`config.mk`:
```
export PLATFORM = sky130hd
export DESIGN_NAME = psf_cell
export DESIGN_NICKNAME = d
export VERILOG_FILES = /design/src/design/psf_pkg.sv /design/src/design/psf_cell.sv
export SDC_FILE = /design/constraint.sdc
export NUM_CORES = 1
export LEC_CHECK = 0
export BUFFER_PORTS_ARGS = -buffer_cell sky130_fd_sc_hd__buf_2
export CAP_MARGIN = 20
export CORE_AREA = 2 2 120 122
export CTS_CLUSTER_SIZE = 25
export DETAILED_ROUTE_END_ITERATION = 7
export DIE_AREA = 0 0 122 124
export GPL_ROUTABILITY_DRIVEN = 0
export GPL_TIMING_DRIVEN = 0
export PLACE_DENSITY = 0.73
export SLEW_MARGIN = 20
export SYNTH_ARGS = -nofsm -noshare
export SYNTH_HDL_FRONTEND = slang
export SYNTH_SLANG_ARGS = --single-unit
```
`constraint.sdc`:
```
create_clock -name clock -period 17.8 [get_ports clock]
set_input_delay 3.56 -clock clock [delete_from_list [all_inputs] [get_ports clock]]
set_output_delay 3.56 -clock clock [all_outputs]
set_load 0.01 [all_outputs]
```
`src/design/psf_pkg.sv`:
```
`default_nettype none
package psf_pkg;

   localparam int MAX_OUT = 32;
   localparam int KW = $clog2(MAX_OUT + 1);

   localparam logic [1:0] ST_SPAN  = 2'd0;
   localparam logic [1:0] ST_EMPTY = 2'd1;
   localparam logic [1:0] ST_NONE  = 2'd2;

   typedef enum logic [2:0] {
      OP_HOLD,
      OP_CLEAR,
      OP_APPEND,
      OP_SORT,
      OP_ROTATE
   } psf_op_type;

   typedef struct packed {
      psf_op_type op;
      logic       phase;
   } psf_cmd_type;

endpackage
`default_nettype wire

```
`src/design/psf_cell.sv`:
```
`default_nettype none
module psf_cell import psf_pkg::*; #(
   parameter int INDEX = 0,
   parameter int LAST = 1,
   parameter int XW = 29,
   parameter int CW = 12,
   parameter int TW = 7
) (
   input  wire logic          clock,
   input  wire logic          reset,
   input  wire psf_cmd_type   cmd,
   input  wire logic [CW-1:0] line,
   input  wire logic [TW-1:0] tail,
   input  wire logic [XW-1:0] new_x,
   input  wire logic [XW-1:0] new_s,
   input  wire logic [CW-1:0] new_top,
   input  wire logic          left_v,
   input  wire logic [XW-1:0] left_x,
   input  wire logic [XW-1:0] left_s,
   input  wire logic [CW-1:0] left_top,
   input  wire logic          right_v,
   input  wire logic [XW-1:0] right_x,
   input  wire logic [XW-1:0] right_s,
   input  wire logic [CW-1:0] right_top,
   output logic               own_v,
   output logic [XW-1:0]      own_x,
   output logic [XW-1:0]      own_s,
   output logic [CW-1:0]      own_top
);
   logic          v_ff, v_in;
   logic [XW-1:0] x_ff, x_in, s_ff, s_in;
   logic [CW-1:0] top_ff, top_in;
   logic [XW:0]   sum;

   function automatic logic goes_first(input logic av, input logic [XW-1:0] ax,
                                       input logic [XW-1:0] as, input logic bv,
                                       input logic [XW-1:0] bx, input logic [XW-1:0] bs);
      return av && (!bv || ($signed(ax) < $signed(bx)) ||
                    ((ax == bx) && ($signed(as) < $signed(bs))));
   endfunction

   always_comb begin
      v_in = v_ff;
      x_in = x_ff;
      s_in = s_ff;
      top_in = top_ff;
      sum = {right_x[XW-1], right_x} + {right_s[XW-1], right_s};
      case (cmd.op)
         OP_CLEAR: begin
            v_in = 1'b0;
         end
         OP_APPEND: begin
            if (tail == TW'(INDEX)) begin
               v_in = 1'b1;
               x_in = new_x;
               s_in = new_s;
               top_in = new_top;
            end
         end
         OP_SORT: begin
            if (cmd.phase == 1'(INDEX % 2)) begin
               if (INDEX < LAST &&
                   goes_first(right_v, right_x, right_s, v_ff, x_ff, s_ff)) begin
                  v_in = right_v;
                  x_in = right_x;
                  s_in = right_s;
                  top_in = right_top;
               end
            end else if (INDEX > 0 &&
                         goes_first(v_ff, x_ff, s_ff, left_v, left_x, left_s)) begin
               v_in = left_v;
               x_in = left_x;
               s_in = left_s;
               top_in = left_top;
            end
         end
         OP_ROTATE: begin
            v_in = right_v;
            x_in = right_x;
            s_in = right_s;
            top_in = right_top;
            if (INDEX == LAST) begin
               v_in = right_v && (right_top > line);
               if (sum[XW] != sum[XW-1]) begin
                  x_in = sum[XW] ? {1'b1, {(XW-1){1'b0}}} : {1'b0, {(XW-1){1'b1}}};
               end else begin
                  x_in = sum[XW-1:0];
               end
            end
         end
         default: begin
         end
      endcase
   end

   always_ff @(posedge clock) begin
      if (reset) begin
         v_ff <= 1'b0;
      end else begin
         v_ff <= v_in;
      end
      x_ff <= x_in;
      s_ff <= s_in;
      top_ff <= top_in;
   end

   assign own_v = v_ff;
   assign own_x = x_ff;
   assign own_s = s_ff;
   assign own_top = top_ff;
endmodule
`default_nettype wire

```
==> out/metrics.yaml <==
top_level_ports: 308
finClkSkew_ns: 0.005778
num_rows: 43
hp-class: "register to register"
p_clk_share_pct: 35.8
regArea_um2: 2122
ir_worst_vdd_mv: 0.03972
whs_path_depth: 2
die_x_um: 122
cp.arrival_ns: 6.47
p_seq_share_pct: 44.9
crit_fanout: 20
grt_pass1_wl_um: 17960
layout-drive-gt1-share_pct: 51.29
fillers: 1319
tns_ns: 0
p_sw_share_pct: 24.92
route.detailed.drc: 0
pwr-share-comb_pct: 19.3
r2r-end: "own_top[10]$_DFFE_PP_"
fmax_mhz: 155.5
ys.flop_type: "edfxtp_1"
insertion_delay_ns: 0.34
path_cells: "buf_2 -> ha_1 -> and3_1 -> a211oi_1 -> o21ai_1 -> a221o_1 -> a21oi_1 -> mux2_1 -> a31oi_4 -> buf_16 -> buf_16"
antenna_found_initial: 0
syn_inst: 381
tightest_slew_ns: 0.7164
portBuffers: 224
vias_per_cell: 4.681
clockBufferDepth: 2
die-height_um: 124
syn_area_per_cell_um2: 11.91
cts_resized: 0
synth_nets: 675
drt_iter0_drc: 138
ctsHtreeMaxLevel: 3
worst_setup_path_start_kind: "primary input"
cts_sinks: 71
post_layout_nonfiller_instances: 802
drv_slew: 0
cts_tree: "yes"
ant_nets: 0
syn_to_final_growth_pct: 37.31
synth_top_area_share_pct: 46.33
first_pass_iters: 4
synthArstFlopShare_pct: 0
hold_end: "own_v$_SDFFE_PP0P_"
grt_max_degree: 23
rsz0062_at_grt: "no"
dieArea_um2: 15130
crit_type: "primary input to register"
grt_pass1_vias: 3761
overflow: 0
fin_crit_ns: 6.429
rrSetupSlack_ns: 14.32
power_density_nw_per_um2: 70.55
p_leak_nw: 2.984
r2r_cells: 11
core_um2: 13720
totalWireLength_um: 11870
cts_inserted_buffers: 9
clk_pin_slew_worst_paths_ns: 0.05
synth_area_um2: 4537
cp.required_ns: 17.84
multiInputGateArea_um2: 2170
wl_per_cell_um: 14.80
postCtsHoldBufs: 0
p_int_uw: 330.0
period_share_pct: 36.12
synth.largest_area_cell: "edfxtp_1"
finalNetCount: 913
initial_core_util_pct: 33.07
postCtsSetupBuffers: 0
synth-seq-cells: 71
relSlewSlack_pct: 52.24
synth_area_leaders: "edfxtp_1 (46%), mux2_2 (17%), ha_1 (16%)"
min-delay-start: "own_v$_SDFFE_PP0P_"
dp_cells: 788
yosysWarnings: 0
net-switching-power_uw: 109.6
diodes: 0
synth_edf_count: 70
cpPeakStageDelay_ns: 0.62
drv_cap: 0
status: "finished clean"
synthDistinctLibCells: 32
crit_path_end_kind: "register"
gr-usage-all-layers_pct: 15.70
rr_startpoint: "own_x[4]$_DFFE_PP_"
num_vias: 3754
hold_viol: 0
cpMostUsedCell: "buf_16"
setup_violations: 0
slowest_stage: "a31oi_4"
hpwl_um: 9707
cts-root-buf: "clkbuf_16"
ys_seq_area_share_pct: 46.77
==> metrics by stage <==
| stage | hold slack (ns) | worst slack [ns] | total power [mW] | instance area [um^2] | utilization [%] |
|---|---|---|---|---|---|
| 2_1_floorplan | 0.6181 | 8.321 | 0.2479 | 4537 | - |
| 3_3_place_gp | 0.6212 | 5.844 | 0.2833 | 5883 | 42.88 |
| 3_5_place_dp | 0.6196 | 10.96 | 0.2860 | 5984 | 43.62 |
| 4_1_cts | 0.6284 | 11.33 | 0.4471 | 6230 | 45.41 |
| 5_1_grt | 0.6885 | 11.20 | 0.4624 | 6230 | 45.41 |
| 6_report | 0.6468 | 11.37 | 0.4395 | 6230 | 45.41 |
==> power by group through the flow <==
stage	sequential [mW]	clock, mW	combinational, mW
6_report	0.197	0.157	0.0846
5_1_grt	0.198	0.169	0.0947
4_1_cts	0.197	0.164	0.0858
3_5_place_dp	0.201	0	0.0851
3_3_place_gp	0.202	0	0.0809
2_1_floorplan	0.205	0	0.0425
==> area by class of cell <==
class | instances | share of cell area [%]
Multi-Input combinational cell | 242 | 34.83
Sequential cell | 71 | 34.06
Timing Repair Buffer | 227 | 19.32
Clock buffer | 11 | 3.736
Inverter | 61 | 3.675
Tap cell | 180 | 3.615
Buffer | 7 | 0.5624
Clock inverter | 3 | 0.2008
==> cells in the final DEF, fill, tap and decap left out, types with 2 or more instances in the layout <==
| cell | instances |
|---|---|
| and4_1 | 2 |
| clkinv_1 | 2 |
| o21ai_0 | 14 |
| ha_1 | 57 |
| mux2_2 | 69 |
| edfxtp_1 | 70 |
| a21o_1 | 5 |
| nand2_1 | 19 |
| nand4_2 | 3 |
| nor4_1 | 4 |
| nand4_1 | 5 |
| clkbuf_1 | 2 |
| clkbuf_16 | 9 |
| a211oi_1 | 2 |
| buf_16 | 3 |
| nand3_1 | 6 |
| a21oi_1 | 24 |
| o21ai_1 | 2 |
| a221oi_1 | 2 |
| nand4b_1 | 2 |
| buf_2 | 231 |
| inv_1 | 61 |
| nor2_1 | 7 |
| nor3_1 | 5 |
| nor2b_1 | 2 |
==> synthesized netlist by cell type, types with 2 or more instances <==
cell and count:
a221oi_1 2, a211oi_1 2, nor2_1 7, nand2_1 19, and4_1 2, nor4_1 4, nor3_1 5, o21ai_0 14
ha_1 57, nand4_1 5, a21o_1 5, nand3_1 6, mux2_2 69, a31oi_1 2, o21ai_1 2, edfxtp_1 70
buf_2 7, nand4_2 3, nor2b_1 2, a21oi_1 25, nand4b_1 2, inv_1 61
==> worst max-delay path, delay by kind of cell <==
family	cells	cell delay, ns
AND/OR/NAND/NOR	1	0.19
multiplexers	1	0.40
adder cells (fa/ha/maj)	1	0.31
buffers and inverters	3	0.52
AO/OA/AOI/OAI	5	1.48
==> logic make-up (layout without fill, tap and decap cells) <==
kind of cell / after synthesis / in the layout / share of synthesized area, %
buffers and inverters: 68 / 309 / 5.819
and+or+nand+nor: 58 / 58 / 7.033
DFF: 71 / 71 / 46.77
adders and majority gates: 57 / 57 / 15.72
AOI/OAI and AO/OA: 57 / 57 / 7.281
muxes: 70 / 70 / 17.37
==> flip-flops by register name (all words and copies together), names as in the netlist <==
signal   cells
own_s       29
own_x       29
own_v        1
own_top     12
==> how the worst max path moves through the flow <==
stage	to	cells past startpoint	start
3_3_place_gp	own_x[7]$_DFFE_PP_	9	right_x[4]
5_1_grt	own_top[8]$_DFFE_PP_	11	right_x[4]
2_1_floorplan	own_s[0]$_DFFE_PP_	8	right_x[4]
4_1_cts	own_x[18]$_DFFE_PP_	11	right_x[4]
6_report	own_top[10]$_DFFE_PP_	11	right_x[4]
3_5_place_dp	own_x[19]$_DFFE_PP_	11	right_x[4]
==> routing by layer <==
| metal | share of wire [%] | up-vias | wire, um | GRT usage, % |
|---|---|---|---|---|
| met4 | 1.9 | 0 | 231 | 7.184 |
| met1 | 44 | 1713 | 5183 | 19.39 |
| met3 | 7.5 | 15 | 894 | 3.709 |
| met2 | 47 | 141 | 5558 | 26.05 |
| li1 | - | 1885 | - | - |
| met5 | 0 | - | 0 | 0 |
Note: power is estimated with default switching activity, not from simulation.
