**config.mk**
```make
export PLATFORM = sky130hd
export DESIGN_NAME = psf_div
export DESIGN_NICKNAME = d
export VERILOG_FILES = /design/src/design/psf_pkg.sv /design/src/design/psf_div.sv
export SDC_FILE = /design/constraint.sdc
export NUM_CORES = 1
export LEC_CHECK = 0
export ABC_CLOCK_PERIOD_IN_PS = 2180
export BUFFER_PORTS_ARGS = -buffer_cell sky130_fd_sc_hd__buf_4
export CAP_MARGIN = 20
export CORE_UTILIZATION = 48
export CTS_BUF_LIST = sky130_fd_sc_hd__clkbuf_16
export DETAILED_ROUTE_END_ITERATION = 16
export GPL_TIMING_DRIVEN = 0
export PLACE_DENSITY = 0.76
export SLEW_MARGIN = 20
export SYNTH_ARGS = -nofsm -noshare
export SYNTH_HDL_FRONTEND = slang
export SYNTH_SLANG_ARGS = --single-unit
export TNS_END_PERCENT = 20
```
**constraint.sdc**
```tcl
create_clock -name clock -period 2.18 [get_ports clock]
set_clock_uncertainty 0.1 [all_clocks]
set_input_delay 0.109 -clock clock [delete_from_list [all_inputs] [get_ports clock]]
set_output_delay 0.109 -clock clock [all_outputs]
set_load 0.005 [all_outputs]
```
**src/design/psf_pkg.sv**
```systemverilog
`default_nettype none
package psf_pkg;

   localparam int MAX_OUT = 32;
   localparam int KW = $clog2(MAX_OUT + 1);

   localparam logic [1:0] ST_SPAN  = 2'd0;
   localparam logic [1:0] ST_EMPTY = 2'd1;
   localparam logic [1:0] ST_NONE  = 2'd2;

   typedef enum logic [2:0] {
      OP_HOLD,
      OP_CLEAR,
      OP_APPEND,
      OP_SORT,
      OP_ROTATE
   } psf_op_type;

   typedef struct packed {
      psf_op_type op;
      logic       phase;
   } psf_cmd_type;

endpackage
`default_nettype wire

```
**src/design/psf_div.sv**
```systemverilog
`default_nettype none
module psf_div import psf_pkg::*; #(
   parameter int NB = 28,
   parameter int DB = 12
) (
   input  wire logic          clock,
   input  wire logic          reset,
   input  wire logic          start,
   input  wire logic [NB-1:0] num,
   input  wire logic [DB-1:0] den,
   output logic               done,
   output logic [NB-1:0]      quo
);
   localparam int CB = $clog2(NB + 1);

   logic [DB-1:0] rem_ff, rem_in;
   logic [NB-1:0] quo_ff, quo_in;
   logic [DB-1:0] den_ff;
   logic [CB-1:0] cnt_ff, cnt_in;
   logic          done_ff, done_in;
   logic [DB:0]   trial;

   always_comb begin
      trial = {rem_ff, quo_ff[NB-1]};
      rem_in = rem_ff;
      quo_in = quo_ff;
      cnt_in = cnt_ff;
      done_in = 1'b0;
      if (start) begin
         rem_in = '0;
         quo_in = num;
         cnt_in = CB'(NB);
      end else if (cnt_ff != '0) begin
         if (trial >= {1'b0, den_ff}) begin
            rem_in = DB'(trial - {1'b0, den_ff});
            quo_in = {quo_ff[NB-2:0], 1'b1};
         end else begin
            rem_in = trial[DB-1:0];
            quo_in = {quo_ff[NB-2:0], 1'b0};
         end
         cnt_in = cnt_ff - 1'b1;
         done_in = (cnt_ff == CB'(1));
      end
   end

   always_ff @(posedge clock) begin
      if (reset) begin
         cnt_ff <= '0;
         done_ff <= 1'b0;
      end else begin
         cnt_ff <= cnt_in;
         done_ff <= done_in;
      end
      rem_ff <= rem_in;
      quo_ff <= quo_in;
      if (start) begin
         den_ff <= den;
      end
   end

   assign done = done_ff;
   assign quo = quo_ff;
endmodule
`default_nettype wire

```
==> reports/metrics.yaml, run 1 <==
drc: 0
yosysUniqueCellTypes: 50
outcome: "complete, but fails checks"
via_count: 2502
finalHoldViolCount: 0
coreArea_sq_um: 5960
fin_setup_tns_ns: -0.853
maxSlewHeadroom_pct: 52.7
place.gp.congestion: 0.766
track_usage_pct: 25.7
leakagePower_uw: 0.00194
ios: 72
end_kind: "flip-flop"
startpoint_type: "flip-flop"
drv_slew: 0
drive_gt1_share_pct: 47.2
grt_max_degree: 29
grt_pass1_wl_um: 12200
numPortBuffers: 71
powerDensity_nw_per_um2: 1160
placed_area_sq_um: 3680
ys_seq_area_share_pct: 52.6
die_h_um: 80.6
dp_cells: 384
async_flop_share_pct: 0
area_growth_pct: 58.8
syn_inst: 238
rsz0062_at_grt: "yes"
fp.dieArea_sq_um: 6500
ys_seq_elements: 58
fin_crit_sh_pct: 112
dp_hpwl_um: 4500
grt.overflow.total: 0
clock_latency_ns: 0.32
fp.dieW_um: 80.6
yosys_warnings: 0
crit_fanout: 4
syn-cell-area_sq_um: 2970
rows: 28
htreeDepth: 3
clk_pin_slew_ns: 0.05
antenna_left: 0
maxCapViolations: 0
setup_viol: 13
cts.path.max_buffers: 2
violations: "negative setup slack"
cts_buffers: 9
worst_pin_slew_ns: 0.704
antenna_found_initial: 0
place_ws_ns: -0.223
hp-class: "primary input to flip-flop"
timing_worst_setup_path_type: "flip-flop to flip-flop"
fmax_mhz: 410
final_cells: 456
dr.pass1.iters: 4
vias_per_cell: 5.49
antenna_cells: 0
drt-total-wl_um: 8160
nets: 434
ir_worst_vdd_mv: 0.732
cts_tree: "built"
synth_area_per_cell_sq_um: 12.5
synthFlopType: "edfxtp_1"
cts_root_buffer: "clkbuf_16"
clock_sinks: 58
wl_per_cell_um: 17.9
finalWorstPathRequiredPeriod_ns: 2.44
first_iter_violations: 109
synth_edf_count: 40
grt_pass1_vias: 2542
worstPathArrival_ns: 2.56
syn_nets: 296
finalWorstSetupSlack_ns: -0.260
postLayoutCellArea_sq_um: 4710
power_uw: 5490
initial_core_util_pct: 49.8
cp_data_required_time_ns: 2.30
-- flip-flops by register name, summed over array words and instances, names as in the netlist --
name    count
quo        28
den_ff     12
cnt_ff      5
rem_ff     12
done        1
-- cells in the final DEF (no fill, tap or decap), drive strengths merged, types with 5 or more instances in the layout --
| cell | n |
|---|---|
| mux2 | 29 |
| o21ai | 8 |
| a21oi | 12 |
| edfxtp | 40 |
| ha | 14 |
| mux2i | 9 |
| xnor2 | 5 |
| a211oi | 10 |
| buf | 90 |
| dlygate4sd3 | 40 |
| inv | 19 |
| dfxtp | 18 |
| clkbuf | 14 |
| nor2 | 23 |
-- final timing paths --
kind / cells after the start / to / slack (ns) / startpoint
worst max-delay path: 9 / rem_ff[8]$_SDFFE_PP0P_ / -0.26 / den_ff[0]$_DFFE_PP_
worst min-delay path: 2 / quo[26]$_DFFE_PP_ / 0.02 / num[26]
worst max register to register: 9 / rem_ff[8]$_SDFFE_PP0P_ / -0.26 / den_ff[0]$_DFFE_PP_
worst min register to register: 2 / cnt_ff[4]$_SDFFE_PP0P_ / 0.40 / cnt_ff[4]$_SDFFE_PP0P_
-- layer usage --
layer	track usage, %	wire, um
met5	0	0
met4	10.7	136
met2	43.5	4180
met1	29.7	3160
met3	8.30	686
-- per-stage QoR --
| step | hold WS, ns | util [%] |
|---|---|---|
| after floorplan | 0.0781 | - |
| after global placement | 0.188 | 61.7 |
| after detailed placement | 0.189 | 61.8 |
| after CTS | 0.00333 | 76.7 |
| after global routing | 0.0136 | 79.1 |
| final | 0.0153 | 79.1 |
-- cells in the mapped netlist, types with 5 or more instances --
| cell | instances | share of area [%] |
|---|---|---|
| a211oi_1 | 9 | 2.3 |
| a21oi_1 | 10 | 1.7 |
| clkbuf_1 | 5 | 0.63 |
| dfxtp_1 | 18 | 12 |
| edfxtp_1 | 40 | 40 |
| ha_1 | 14 | 5.9 |
| inv_1 | 18 | 2.3 |
| mux2_2 | 28 | 11 |
| mux2i_1 | 9 | 3.0 |
| nor2_1 | 23 | 2.9 |
| o21ai_0 | 5 | 0.84 |
| xnor2_1 | 5 | 1.5 |
-- what timing repair did --
action	in CTS	in global routing
hold buffers	39	1
gates resized for setup	22	17
setup buffers	7	8
endpoints found under the hold margin	43	1
gates cloned	1	0
setup endpoints to repair	13	41
pin swaps	21	13
-- where the power goes --
group          switching (uW)  internal, uW  total, uW  leakage, uW
sequential                191          1430       1620     0.000560
combinational            1040          1230       2280      0.00121
clock                     490          1100       1590     0.000170
-- cell families (layout without fill, tap and decap cells) --
family	after synthesis	in the layout	share of synthesized area [%]
mux	38	38	14.2
fa+ha+maj	15	15	6.58
simple gates	42	42	7.25
buf+inv	26	169	3.54
xor+xnor	6	6	1.77
flops	58	58	52.6
compound gates	53	53	14.1
-- worst max-delay path: stages (launching register included) --
cell and delay [ns]:
edfxtp_1 0.41, ha_4 0.19, fa_2 0.38, nor2b_2 0.14, o31a_1 0.25, o221ai_2 0.14, a21oi_2 0.17, xor2_1 0.18
mux2i_1 0.13, a211oi_2 0.25
-- final cells by class --
type                            instances  area [sq um]
Timing Repair Buffer                  127          1070
Tap cell                               75          93.8
Buffer                                  8          37.5
Inverter                               18          67.6
Multi-Input combinational cell        154          1540
Clock buffer                            9           225
Clock inverter                          7           109
Sequential cell                        58          1560
Fill cell                             342          1240
No activity file was read; power rests on OpenSTA's default activity.
==> inputs of run 2 (changes only) <==
PLACE_DENSITY = 0.78   (was 0.76)
==> reports/metrics.yaml, run 2 (synthesis results as in run 1) <==
clkPwrFrac_pct: 25.2  # -3.8 points
startpoint_type: "flip-flop"
hold_path_depth: 2  # unchanged
die_h_um: 80.6  # unchanged
via_count: 2439  # -2.5%
power_uw: 4870  # -11%
cp_data_required_time_ns: 2.15  # -0.15 ns
vias_per_cell: 5.41  # -1.4%
rows: 28  # unchanged
wl_per_cell_um: 16.8  # -6.1%
antenna_left: 0  # unchanged
whs_endpoint: "quo[26]$_DFFE_PP_"
rrSetupSlack_ns: -0.16  # +0.11 ns
coreArea_sq_um: 5960  # unchanged
clk_pin_slew_ns: 0.05  # about the same
htreeDepth: 3  # unchanged
clock_sinks: 58  # unchanged
filler_cell_count: 386  # +13%
dr.pass1.iters: 4  # unchanged
final_common_cell: "buf_4"
clock_latency_ns: 0.32  # about the same
cts_tree: "built"
cts_buffers: 9  # unchanged
grt.overflow.total: 0  # unchanged
outcome: "complete, but fails checks"
initial_core_util_pct: 49.8  # unchanged
finalWorstSetupSlack_ns: -0.155  # +0.105 ns
cts_root_buffer: "clkbuf_16"
antenna_cells: 0  # unchanged
grt_pass1_wl_um: 11900  # -2.9%
crit_fanout: 6  # +2
timing_worst_setup_path_type: "flip-flop to flip-flop"
largest_reg_flops: 28  # unchanged
antenna_found_initial: 0  # unchanged
layout_common_cells: "buf_4 (82), edfxtp_1 (40), dlygate4sd3_1 (40)"
power_switching_share_pct: 32.6  # +1.2 points
drive_gt1_share_pct: 42.6  # -4.7 points
finalWorstPathRequiredPeriod_ns: 2.34  # -0.105 ns
powerDensity_nw_per_um2: 1080  # -7.6%
nets: 429  # -1.2%
hp-class: "primary input to flip-flop"
ff_latch_area_sq_um: 1560  # -0.16%
track_usage_pct: 24.8  # -0.92 points
end_kind: "flip-flop"
fp.dieW_um: 80.6  # unchanged
fp.dieArea_sq_um: 6500  # unchanged
r2r_cells: 8  # -1
drt-total-wl_um: 7580  # -7.1%
place.gp.congestion: 0.801  # +4.6%
multi_input_comb_area_sq_um: 1490  # -3.3%
worst_pin_slew_ns: 0.715  # +0.0107 ns
grt_pass1_vias: 2502  # -1.6%
drv_slew: 0  # unchanged
ios: 72  # unchanged
crit_start: "rem_ff[7]$_SDFFE_PP0P_"
fmax_mhz: 428  # +4.5%
leakagePower_uw: 0.00187  # -3.5%
first_iter_violations: 98  # -10%
combPwrFrac_pct: 41.8  # +0.3 points
numPortBuffers: 71  # unchanged
ir_worst_vdd_mv: 0.742  # +1.4%
dp_hpwl_um: 4320  # -4.0%
rsz0062_at_grt: "yes"
violations: "negative setup slack"
finalHoldViolCount: 0  # unchanged
drc: 0  # unchanged
p_sw_uw: 1590  # -7.9%
grt_max_degree: 29  # unchanged
maxSlewHeadroom_pct: 52.3  # -0.41 points
hold_start: "num[26]"
cts.path.max_buffers: 2  # unchanged
worstPathArrival_ns: 2.30  # -0.26 ns
r2r_end: "quo[0]$_DFFE_PP_"
fin_hold_ws_ns: 0.0163  # +0.00101 ns
fin_crit_sh_pct: 107  # -4.8 points
intPower_uw: 3280  # -13%
reg2reg_from: "rem_ff[7]$_SDFFE_PP0P_"
maxCapViolations: 0  # unchanged
seqPwrFrac_pct: 33.0  # +3.5 points
setup_viol: 10  # -3
area_growth_pct: 52.4
run 2: cell type report:
class / count / area share (%)
plain buffers: 8 / 0.830
clock inverters: 7 / 0.692
flip-flops and latches: 58 / 34.5
well taps: 75 / 2.07
repair buffers: 122 / 22.5
multi-input cells: 154 / 32.9
inverters: 18 / 1.49
clock buffers: 9 / 4.98
run 2: power by group through the flow:
stage	sequential [uW]	combinational (uW)	clock, uW
6_report	1610	2030	1230
4_1_cts	1590	1900	1250
5_1_grt	1640	2180	1300
3_5_place_dp	1600	1660	0
2_1_floorplan	1580	1230	0
3_3_place_gp	1600	1620	0
run 2: stage by stage:
step | worst slack (ns) | area (sq um) | util, % | std cells | setup TNS [ns]
floorplan | -0.00805 | 3050 | - | 238 | -0.00805
global placement | -0.310 | 3680 | 61.7 | 384 | -10.40
detailed placement | -0.245 | 3680 | 61.8 | 384 | -1.87
CTS | -0.115 | 4450 | 74.8 | 446 | -0.472
global route | -0.270 | 4520 | 75.9 | 451 | -2.61
finish | -0.155 | 4520 | 75.9 | 451 | -0.781
run 2: worst max-delay path by stage:
stage | slack (ns) | end | cells past startpoint
2_1_floorplan | -0.008 | quo[0]$_DFFE_PP_ | 9
3_3_place_gp | -0.31 | quo[5]$_DFFE_PP_ | 2
3_5_place_dp | -0.25 | rem_ff[8]$_SDFFE_PP0P_ | 10
4_1_cts | -0.12 | rem_ff[0]$_SDFFE_PP0P_ | 10
5_1_grt | -0.27 | rem_ff[0]$_SDFFE_PP0P_ | 10
6_report | -0.16 | quo[0]$_DFFE_PP_ | 8
run 2: layer usage:
layer / GRT usage [%] / share of wire, %
met1: 28.9 / 42
met2: 41.8 / 50
met3: 9.32 / 6.8
met4: 8.04 / 1.4
met5: 0 / 0
run 2: critical path: stages, from the launching register on:
cell and delay [ns]:
dfxtp_1 0.41, ha_4 0.25, a21oi_2 0.13, o21ai_2 0.08
nor2b_4 0.13, a2111oi_4 0.35, o31ai_4 0.16, buf_4 0.20
mux2_2 0.27
run 2: timing repair:
item,in CTS,in global routing
setup buffers,5,5
endpoints found under the hold margin,44,0
pin swaps,10,18
cloned,1,0
hold buffers,40,0
resized for setup,13,11
setup endpoints to repair,12,42
==> inputs of run 3 (changes only) <==
CORE_MARGIN = 3   (was not set)
HOLD_SLACK_MARGIN = 0.06   (was not set)
==> reports/metrics.yaml, run 3 (synthesis results as in run 1) <==
fin_util_pct: 77.6  # +1.6 points
leakagePower_uw: 0.00192  # +2.3%
antenna_found_initial: 0  # unchanged
filler_cell_count: 363  # -6.0%
ir_worst_vdd_mv: 0.731  # -1.5%
cts_tree: "built"
drc: 0  # unchanged
startpoint_type: "flip-flop"
powerDensity_nw_per_um2: 1130  # +5.2%
layout_common_cells: "buf_4 (83), dlygate4sd3_1 (42), edfxtp_1 (40)"
wl_per_cell_um: 18.1  # +7.9%
crit_buf_inv: 0  # -1
violations: "negative setup slack"
r2r_cells: 9  # +1
grt_max_degree: 29  # unchanged
dr.pass1.iters: 4  # unchanged
cts.path.max_buffers: 2  # unchanged
path_depth: 9  # +1
worstPathCellList: "ha_4 > fa_2 > nor2b_2 > o31a_1 > o21ai_1 > a21boi_1 > o21ai_1 > o311a_2 > o221a_1"
fp.dieArea_sq_um: 7160  # +10%
dp_hpwl_um: 4630  # +7.3%
worst_pin_slew_ns: 0.707  # -0.00822 ns
fin_crit_sh_pct: 109  # +2.0 points
hp-class: "flip-flop to flip-flop"
coreArea_sq_um: 5960  # unchanged
rsz0062_at_grt: "yes"
track_usage_pct: 23.9  # -0.88 points
grt_pass1_wl_um: 13200  # +12%
finalHoldViolCount: 0  # unchanged
ios: 72  # unchanged
rows: 28  # unchanged
final_common_cell: "buf_4"
cpMaxStageDelayCell: "edfxtp_1"
rrSetupSlack_ns: -0.20  # -0.04 ns
place.gp.congestion: 0.841  # +5.0%
htreeDepth: 3  # unchanged
hold_start: "cnt_ff[4]$_SDFFE_PP0P_"
cp_common_cell: "o21ai_1"
clk_pin_slew_ns: 0.06  # about the same
ff_latch_area_sq_um: 1560  # unchanged
first_iter_violations: 124  # +27%
finalWorstPathRequiredPeriod_ns: 2.38  # +0.0438 ns
timing_worst_setup_path_type: "flip-flop to flip-flop"
setup_viol: 13  # +3
area_growth_pct: 55.7
nets: 433  # +0.93%
clock_latency_ns: 0.33  # about the same
grt_pass1_vias: 2659  # +6.3%
initial_core_util_pct: 49.8  # unchanged
reg2reg_from: "den_ff[0]$_DFFE_PP_"
largest_reg_flops: 28  # unchanged
fmax_mhz: 420  # -1.8%
worstPathArrival_ns: 2.49  # +0.19 ns
cts_root_buffer: "clkbuf_16"
maxCapViolations: 0  # unchanged
drt-total-wl_um: 8250  # +8.8%
maxSlewHeadroom_pct: 52.8  # +0.55 points
multi_input_comb_area_sq_um: 1480  # -0.42%
place_ws_ns: -0.223  # +0.0220 ns
hold_path_depth: 2  # unchanged
via_count: 2473  # +1.4%
drv_slew: 0  # unchanged
clock_sinks: 58  # unchanged
power_uw: 5230  # +7.4%
numPortBuffers: 71  # unchanged
cts_buffers: 9  # unchanged
crit_start: "den_ff[0]$_DFFE_PP_"
drive_gt1_share_pct: 45.0  # +2.4 points
cp_data_required_time_ns: 2.29  # +0.14 ns
antenna_cells: 0  # unchanged
antenna_left: 0  # unchanged
end_kind: "flip-flop"
die_h_um: 84.6  # +5.0%
timing.critical_path.max_delay_family: "compound AO/OA/AOI/OAI gates"
slowest_delay_ns: 0.43  # +0.02 ns
outcome: "complete, but fails checks"
crit_fanout: 4  # -2
fp.dieW_um: 84.6  # +5.0%
vias_per_cell: 5.44  # +0.50%
finalWorstSetupSlack_ns: -0.199  # -0.0438 ns
grt.overflow.total: 0  # unchanged
## run 3: cell types whose count changed in the layout (fill, tap and decap cells not counted), sizes merged
cell	before	now
bufinv	0	2
clkbuf	14	16
clkinv	3	2
clkinvlp	1	2
dlygate4sd3	40	42
inv	21	19
## run 3: power breakdown
group / internal, uW / total (uW) / switching (uW)
clock: 997 / 1510 / 511
sequential: 1430 / 1610 / 186
combinational: 1150 / 2110 / 966
## run 3: path summary, 6_finish.rpt
kind	endpoint
setup / recovery	rem_ff[10]$_SDFFE_PP0P_
hold / removal	cnt_ff[4]$_SDFFE_PP0P_
setup reg to reg	rem_ff[10]$_SDFFE_PP0P_
hold reg to reg	cnt_ff[4]$_SDFFE_PP0P_
## run 3: layer usage
layer	track usage [%]	share of wire [%]
met5	0	0
met4	8.92	2.1
met3	7.75	6.8
met2	41.1	51
met1	27.8	40
## run 3: stage by stage
step	cells	TNS, ns	hold slack, ns	cell area [sq um]
after global routing	455	-5.79	0.407	4620
after global placement	384	-10.48	0.188	3680
final	455	-1.56	0.393	4620
after CTS	448	-0.595	0.396	4540
after floorplan	238	-0.00805	0.0781	3050
after detailed placement	384	-2.17	0.189	3680
## run 3: worst register-to-register path: cells and delay by family (launching register included)
family | cells | cell delay (ns)
fa+ha+maj | 2 | 0.60
compound gates | 6 | 1.00
flops | 1 | 0.43
simple gates | 1 | 0.14
## run 3: repair_timing
item                                    CTS  global route
endpoints found under the setup margin   13            59
hold endpoints to repair                 57             0
hold buffers                             42             0
pin swaps                                17            11
buffers inserted                          6             7
resized for setup                        14            12
## run 3: layout make-up
class / instances / share of cell area, %
multi-input cells: 154 / 32.1
clock inverters: 7 / 2.00
clock buffers: 9 / 4.87
plain buffers: 8 / 0.894
well taps: 75 / 2.03
inverters: 18 / 1.46
repair buffers: 126 / 22.8
flip-flops and latches: 58 / 33.8
